[config.mk]
export PLATFORM = sky130hd
export DESIGN_NAME = gs3_div
export DESIGN_NICKNAME = d
export VERILOG_FILES = /design/src/sv/gs3_pkg.sv /design/src/sv/gs3_div.sv
export VERILOG_INCLUDE_DIRS = /design/src /design/src/sv
export SDC_FILE = /design/constraint.sdc
export NUM_CORES = 1
export LEC_CHECK = 0
export BUFFER_PORTS_ARGS = -buffer_cell sky130_fd_sc_hd__buf_4
export CAP_MARGIN = 20
export CORE_MARGIN = 2
export CORE_UTILIZATION = 55
export DETAILED_ROUTE_END_ITERATION = 16
export PLACE_DENSITY = 0.74
export SYNTH_ARGS = -nofsm -noshare
export SYNTH_HDL_FRONTEND = slang
export SYNTH_SLANG_ARGS = --single-unit
[constraint.sdc]
create_clock -name clock -period 7.34 [get_ports clock]
set_input_delay 0.734 -clock clock [delete_from_list [all_inputs] [get_ports clock]]
set_output_delay 0.734 -clock clock [all_outputs]
set_load 0.03 [all_outputs]
[src/sv/gauss_seidel_3x3_solver_unit_defines.svh]
// Assertion macros for the Gauss-Seidel solver
`ifndef GAUSS_SEIDEL_3X3_SOLVER_UNIT_DEFINES_SVH
`define GAUSS_SEIDEL_3X3_SOLVER_UNIT_DEFINES_SVH
`ifndef SYNTHESIS
`define GS_ASSERT(label, clk, rst, prop, msg) \
   label: assert property (@(posedge clk) disable iff (rst) prop) else $error(msg);
`define GS_ASSERT_NR(label, clk, prop, msg) \
   label: assert property (@(posedge clk) prop) else $error(msg);
`else
`define GS_ASSERT(label, clk, rst, prop, msg)
`define GS_ASSERT_NR(label, clk, prop, msg)
`endif
`endif

[src/sv/gs3_pkg.sv]
package gs3_pkg;
   localparam int unsigned WORD_W = 32;
   localparam int unsigned CNT_W  = 16;
   localparam int unsigned ROW_W  = 2;
   localparam int unsigned CSR_IDX_W = 1;

   localparam logic [ROW_W-1:0] ROW_LAST    = 2'd2;
   localparam logic [ROW_W-1:0] ROW_INVALID = 2'd3;
   localparam logic [CSR_IDX_W-1:0] CSR_ITER_LIMIT = 1'b0;
   localparam logic [CSR_IDX_W-1:0] CSR_TOLERANCE  = 1'b1;

   typedef struct packed {
      logic [ROW_W-1:0]         row;
      logic signed [WORD_W-1:0] coef_first;
      logic signed [WORD_W-1:0] coef_second;
      logic signed [WORD_W-1:0] coef_third;
      logic signed [WORD_W-1:0] rhs;
   } req_type;

   typedef struct packed {
      logic signed [WORD_W-1:0] sol_first;
      logic signed [WORD_W-1:0] sol_second;
      logic signed [WORD_W-1:0] sol_third;
      logic [CNT_W-1:0]         sweeps_used;
      logic                     converged;
      logic                     zero_pivot;
   } rsp_type;

   typedef struct packed {
      logic start;
      logic busy;
      logic done;
   } div_ctl_type;
endpackage

[src/sv/gs3_div.sv]
`include "gauss_seidel_3x3_solver_unit_defines.svh"
module gs3_div (
   input  logic                clock,
   input  logic                reset,
   input  logic                start,
   input  logic signed [63:0]  num,
   input  logic signed [31:0]  den,
   output gs3_pkg::div_ctl_type ctl,
   output logic signed [31:0]  quo
);
   logic [63:0] rem_ff, rem_in, q_ff, q_in;
   logic [31:0] d_ff, d_in;
   logic [6:0]  cnt_ff, cnt_in;
   logic        neg_ff, neg_in, busy_ff, busy_in, done_ff, done_in;
   logic [64:0] trial;
   logic [63:0] rem_sh;
   logic [63:0] qs;
   logic signed [64:0] qv;

   always_comb begin
      rem_in = rem_ff; q_in = q_ff; d_in = d_ff; cnt_in = cnt_ff;
      neg_in = neg_ff; busy_in = busy_ff; done_in = 1'b0;
      rem_sh = {rem_ff[62:0], q_ff[63]};
      trial = {1'b0, rem_sh} - {33'd0, d_ff};
      if (start) begin
         rem_in = 64'd0;
         q_in = num[63] ? 64'(-num) : 64'(num);
         d_in = den[31] ? 32'(-den) : 32'(den);
         neg_in = num[63] ^ den[31];
         cnt_in = 7'd0; busy_in = 1'b1;
      end else if (busy_ff) begin
         if (!trial[64]) begin
            rem_in = trial[63:0];
            q_in = {q_ff[62:0], 1'b1};
         end else begin
            rem_in = rem_sh;
            q_in = {q_ff[62:0], 1'b0};
         end
         cnt_in = cnt_ff + 7'd1;
         if (cnt_ff == 7'd63) begin
            busy_in = 1'b0; done_in = 1'b1;
         end
      end
   end

   always_ff @(posedge clock) begin
      rem_ff <= rem_in; q_ff <= q_in; d_ff <= d_in; cnt_ff <= cnt_in; neg_ff <= neg_in;
      if (reset) begin
         busy_ff <= 1'b0; done_ff <= 1'b0;
      end else begin
         busy_ff <= busy_in; done_ff <= done_in;
      end
   end

   always_comb begin
      qs = q_ff;
      qv = neg_ff ? -$signed({1'b0, qs}) : $signed({1'b0, qs});
      if (qv > 65'sd2147483647) quo = 32'sh7FFFFFFF;
      else if (qv < -65'sd2147483648) quo = 32'sh80000000;
      else quo = qv[31:0];
   end

   assign ctl.start = start;
   assign ctl.busy  = busy_ff;
   assign ctl.done  = done_ff;

   `GS_ASSERT(a_div_no_restart, clock, reset, busy_ff |-> !start, "divider restarted while busy")
   `GS_ASSERT(a_div_done_end, clock, reset, done_ff |-> $past(busy_ff), "done without busy")
   `GS_ASSERT(a_div_done_idle, clock, reset, done_ff |-> !busy_ff, "done while busy")
endmodule

==> results of run 1 <==
-- worst paths after layout --
path | to | slack, ps | cells after the start
max reg2reg | rem_ff[53]$_SDFFE_PP0P_ | 2830 | 13
max | quo[5] | 1260 | 10
min | busy_ff$_SDFF_PP0_ | 480 | 2
min reg2reg | cnt_ff[5]$_SDFFE_PP0P_ | 490 | 2
-- area by class of cell --
class | instances | area [um^2]
flip-flops and latches | 169 | 4360
well taps | 324 | 405
fillers | 2180 | 9030
clock buffers | 17 | 425
repair buffers | 143 | 1070
inverters | 62 | 233
clock inverters | 14 | 188
multi-input cells | 1312 | 8390
-- registers in the layout, summed over array words and instances, names as in the netlist --
name	flops
busy_ff	1
cnt_ff	7
d_ff	32
done_ff	1
neg_ff	1
q_ff	64
rem_ff	63
-- logic make-up (layout without fill, tap and decap cells) --
logic type	count (synthesis)	in the layout	share of synthesized area
simple gates	625	625	0.227
compound gates	444	444	0.227
xor+xnor	196	196	0.128
flops	169	169	0.325
buf+inv	167	236	0.0501
fa+ha+maj	37	37	0.0351
mux	10	10	0.00766
-- power by group through the flow --
stage / Sequential [mW] / Combinational (mW) / Clock (mW)
floorplan: 1.20 / 0.738 / 0
global placement: 1.25 / 0.945 / 0
detailed placement: 1.25 / 0.957 / 0
CTS: 1.23 / 0.965 / 0.967
global route: 1.25 / 1.09 / 0.998
finish: 1.23 / 0.974 / 0.955
-- through the flow --
step                instance area, um^2  cells
floorplan                         13400   1648
global placement                  14500   2009
detailed placement                14500   2009
CTS                               15100   2040
global route                      15100   2041
finish                            15100   2041
-- metal layers --
metal  GRT usage  vias up  wire (um)
li1            -     6217          -
met1       0.366     5829      15600
met2       0.436      409      16100
met3      0.0387       50       2020
met4      0.0778        0        760
met5           0        -          0
-- placed cells by master (no fill, tap or decap), drive strengths merged, types with 36 or more instances in the layout --
cell and n:
or3 40, a21oi 108, edfxtp 97, xnor2 74, inv 69, or4 44
nor2 188, xor2 122, nand2 190, dfxtp 72, o21ai 79, buf 143
o31ai 52, ha 36, a311oi 57
==> metrics, run 1 <==
die width=160 um; final antenna-violating net count=0; share of layout cells above drive strength 1=0.120; Final GP Congestion=approximately 0.97; Int Pwr=2.06 mW; Setup crit end kind=output pin; Area Overhead vs Synth=12.5%; Worst setup startpoint=q_ff[12]$_DFFE_PP_; Synth Cell Area=13400 um^2; Ys Warns=0; Setup violations, final=0; Syn Nets=~1800; worst slew pin tran=between 1000 and 1500 ps; top cells by area, synth=edfxtp_1, dfxtp_1, xor2_1; # clock sinks=about 170; # hold bufs at CTS=0; final core occ=0.625; EDFF count, synth=97; Slew HR=0.300; final wirelength=34.5 mm; antenna violations before repair=0; CP peak stage delay=between 800 and 900 ps; setup slack at placement=between 1500 and 2000 ps; Final min period=a little over 6000 ps; Top cell by count, worst path=or4_4; Seq/Total Area, Yosys=0.325; clock-pin slew on the worst setup and hold paths=around 70 ps; largest net degree at the start of global routing=between 100 and 150; RSZ-0062 raised after global routing=false; worst r2r src=q_ff[63]$_DFFE_PP_; grt ovf=0; Final WS setup=about 1300 ps; Setup TNS Final=0 ps; switch share=0.347; Mapped Cells=about 1600; maximum clock frequency=roughly 160 MHz; Pwr Density=about 210 nW/um^2; Hold Vio Cnt, Final=0; Yosys top cell area share=0.217; combinational power share=0.308; row count=57; port bufs=133; crit-path max FO=31; Hold Crit Class=primary input to flip-flop; post-synthesis register bit count=169; final critical-path share of the clock period=0.828; Top FF cell, synth=edfxtp_1; Clock Path Buffers=2; Final Power=between 3 and 4 mW; via count=between 10000 and 15000; worst hold slack=478 ps; skew final=between 10 and 15 ps; IO Count=between 100 and 150; DRC errors left=0; Worst Hold Launch=reset; Pins Over Slew Limit=0; dpl hpwl=25.1 mm; delay-heaviest family, CP=simple AND/OR/NAND/NOR gates; # H-tree levels=4; Total GRT Usage=0.266; number of maximum-capacitance violations=0; Initial Util=0.556; Die Area=25600 um^2; cell taking the most area after synthesis=edfxtp_1; first-pass GRT wire length=around 57 mm; root buf cell=clkbuf_16; die height=160 um; CTS tree=yes; syn avg cell area=8.13 um^2; CP cell instances=or4_4, nand4b_1, or3_1, or4_4, o21ai_2, a2bb2oi_1, or4_4, nor3_4, a311oi_1, buf_4; Skew-Pair Late Insertion Delay=430 ps; DR pass1 iterations=5; Core ar.=approximately 24000 um^2; clock network power share=0.302; via/cell ratio=6.13; initial DRC count=around 1200; setup bufs post-CTS=0; critical path type=flip-flop to output pin; Leakage=between 5 and 6 nW; Data required, critical path=approximately 6600 ps; Arr. time, crit path=5340 ps; async set-reset flop share out of synthesis=0; cts bufs inserted=17; slowest CP cell=nor3_4; element type at the critical path start=flip-flop; ant diodes=0; Max IR drop VDD=about 0.15 mV; outcome=finished clean; Unique masters post-synth=72; DR WL/cell=roughly 17 um; top-count cell post-synth=nand2_1; # resized after CTS=0; CP Buf/Inv Count=1; final net count=roughly 1800; part of the power in registers=0.390; P_sw=between 1 and 1.5 mW; top post-synthesis cells by count=nand2_1, nor2_1, xor2_1; vias in the first global route=approximately 11000
Power figures use the tool's default switching activity.
==> run 2, diff against run 1 <==
Settings changed: ABC_AREA set to 1, PLACE_DENSITY 0.74 to 0.76.
Clock period 7.34 ns to 5.4 ns, I/O delays scaled along.
==> run 2 against run 1 <==
Against the previous run:
- die area rose by 14%
- clock power rose by 32%
- via count rose by 30%
- cell count rose by 42%
- sequential cell count did not move
- critical path type unchanged
- worst hold slack got worse by 230 ps
- synthesized cell count rose by 47%
==> metrics, run 2 <==
top post-synthesis cells by count=nand2_1, nor2_1, inv_1 (was nand2_1, nor2_1, xor2_1); Seq/Total Area, Yosys=0.283 (was 0.325); # clock sinks=169 (unchanged); vias in the first global route=15000 (was 11400); Final Instance Count excl. Fillers=2908 (was 2041); DRC errors left=0 (unchanged); Final min period=roughly 4200 ps; top cells by area, synth=edfxtp_1, nand2_1, dfxtp_1 (was edfxtp_1, dfxtp_1, xor2_1); Hold Crit Class=primary input to flip-flop (unchanged); Yosys top cell area share=0.190 (was 0.217); number of maximum-capacitance violations=0 (unchanged); dpl cell area=16500 um^2 (was 14500 um^2); worst slew pin tran=952 ps (was 1050 ps); grt ovf=0 (unchanged); DR WL/cell=17.5 um (was 16.9 um); final core occ=0.620 (was 0.625); Core ar.=27600 um^2 (was 24100 um^2); area of all placed cells without fillers=17100 um^2 (was 15100 um^2); final wirelength=50.8 mm (was 34.5 mm); via count=16300 (was 12500); Arr. time, crit path=3700 ps (was 5340 ps); setup bufs post-CTS=0 (unchanged); EDFF count, synth=97 (unchanged); root buf cell=clkbuf_16 (unchanged); final antenna-violating net count=0 (unchanged); # H-tree levels=4 (unchanged); via/cell ratio=5.59 (was 6.13); setup slack at placement=1700 ps (was 1760 ps); Setup TNS Final=0 ps (unchanged); final critical-path share of the clock period=0.785; CP cell instances=buf_4, nand2_1, nand4_1, nand2_1, inv_1, nand2_1, nor2_1, nand2_1, nor2_1, nand4_1, nand2_2, nand2_1, buf_4 (was or4_4, nand4b_1, or3_1, or4_4, o21ai_2, a2bb2oi_1, or4_4, nor3_4, a311oi_1, buf_4); Max IR drop VDD=0.549 mV (was 0.154 mV); Mapped Cells=2424 (was 1648); Area Overhead vs Synth=11.4% (was 12.5%); port bufs=133 (unchanged); Clock Path Buffers=2 (unchanged); ant diodes=0 (unchanged); # resized after CTS=0 (unchanged); final net count=2653 (was 1841); maximum clock frequency=236 MHz; Top FF cell, synth=edfxtp_1 (unchanged); first-pass GRT wire length=78.9 mm (was 56.8 mm); Final Power=7.87 mW (was 3.16 mW); critical path type=flip-flop to output pin (unchanged); async set-reset flop share out of synthesis=0 (unchanged); post-synthesis register bit count=169 (unchanged); Die Area=29300 um^2 (was 25600 um^2); DR pass1 iterations=6 (was 5); Unique masters post-synth=53 (was 72); largest net degree at the start of global routing=96 (was 107); Total GRT Usage=0.350 (was 0.266); RSZ-0062 raised after global routing=false (unchanged); antenna violations before repair=0 (unchanged); Largest register FFs=64 (unchanged); Top reg by flops=q_ff (unchanged); Slew HR=0.364 (was 0.300); die width=171 um (was 160 um); Ys Warns=0 (unchanged); slowest CP cell=edfxtp_1 (was nor3_4); most frequent cells in the layout=nand2_1, nor2_1, inv_1, o21ai_0, nand3_1 (was nand2_1, nor2_1, buf_4, xor2_1, a21oi_1); Data required, critical path=4860 ps (was 6610 ps); # hold bufs at CTS=0 (unchanged); Hold Vio Cnt, Final=0 (unchanged); Placed Instances=2876 (was 2009); skew final=13.4 ps (was 10.7 ps); die height=171 um (was 160 um); CP Buf/Inv Count=3 (was 1); delay-heaviest family, CP=simple AND/OR/NAND/NOR gates (unchanged); CTS tree=yes (unchanged); Syn Nets=2560 (was 1784); dpl hpwl=40.5 mm (was 25.1 mm); CP peak stage delay=710 ps (was 870 ps); cell taking the most area after synthesis=edfxtp_1 (unchanged); clock-pin slew on the worst setup and hold paths=80 ps (was 70 ps); Skew-Pair Late Insertion Delay=460 ps (was 430 ps); outcome=finished clean (unchanged); element type at the critical path start=flip-flop (unchanged); top-count cell post-synth=nand2_1 (unchanged); IO Count=134 (unchanged); crit-path max FO=57 (was 31); Setup violations, final=0 (unchanged); syn avg cell area=6.34 um^2 (was 8.13 um^2); worst hold slack=253 ps (was 478 ps); Pins Over Slew Limit=0 (unchanged); share of layout cells above drive strength 1=0.102 (was 0.120); Pwr Density=459 nW/um^2 (was 210 nW/um^2); Synth Cell Area=15400 um^2 (was 13400 um^2); top flop regs=q_ff: 64 flops, rem_ff: 63 flops, d_ff: 32 flops (unchanged); Initial Util=0.556 (about the same); Top cell by count, worst path=nand2_1 (was or4_4); Final GP Congestion=0.999 (was 0.968); Setup crit end kind=output pin (unchanged); cts bufs inserted=17 (unchanged); commonest non-fill, non-tap cell in the layout=nand2_1 (unchanged); row count=61 (was 57); Final WS setup=1160 ps (was 1260 ps); Leakage=7.99 nW (was 5.62 nW); initial DRC count=1688 (was 1227)
==> run 2: routing by layer <==
metal / GRT usage / vias to the layer above / part of all wire
met5: 0 / - / 0
met4: 0.165 / 0 / 0.046
met1: 0.430 / 7429 / 0.41
li1: - / 8019 / -
met2: 0.615 / 690 / 0.49
met3: 0.0354 / 120 / 0.060
==> run 2: cells by family after synthesis <==
logic type	Yosys count	synth area share
compound gates	322	0.116
xor+xnor	149	0.0849
fa+ha+maj	37	0.0306
buf+inv	375	0.0987
flops	169	0.283
simple gates	1372	0.387
==> run 2: cell type report <==
| class | count | area (um^2) |
|---|---|---|
| multi-input combinational | 1880 | 9510 |
| timing repair buffer | 140 | 1050 |
| fill | 2607 | 10500 |
| sequential | 169 | 4350 |
| tap | 378 | 473 |
| clock inverter | 12 | 144 |
| inverter | 309 | 1160 |
| clock buffer | 20 | 437 |
==> run 2: final timing paths <==
| kind | slack [ps] | depth (start not counted) | start | endpoint |
|---|---|---|---|---|
| max | 1160 | 13 | neg_ff$_DFFE_PP_ | quo[1] |
| min | 250 | 2 | reset | done_ff$_SDFF_PP0_ |
| max reg2reg | 1830 | 11 | q_ff[63]$_DFFE_PP_ | q_ff[0]$_DFFE_PP_ |
| min reg2reg | 480 | 2 | cnt_ff[1]$_SDFFE_PP0P_ | cnt_ff[1]$_SDFFE_PP0P_ |
==> run 2: power breakdown <==
part	internal, mW	switching, mW	leakage, nW
Clock	0.689	0.570	0.271
Sequential	1.68	0.299	1.57
Combinational	1.50	3.13	6.16
Total	3.87	3.99	7.99
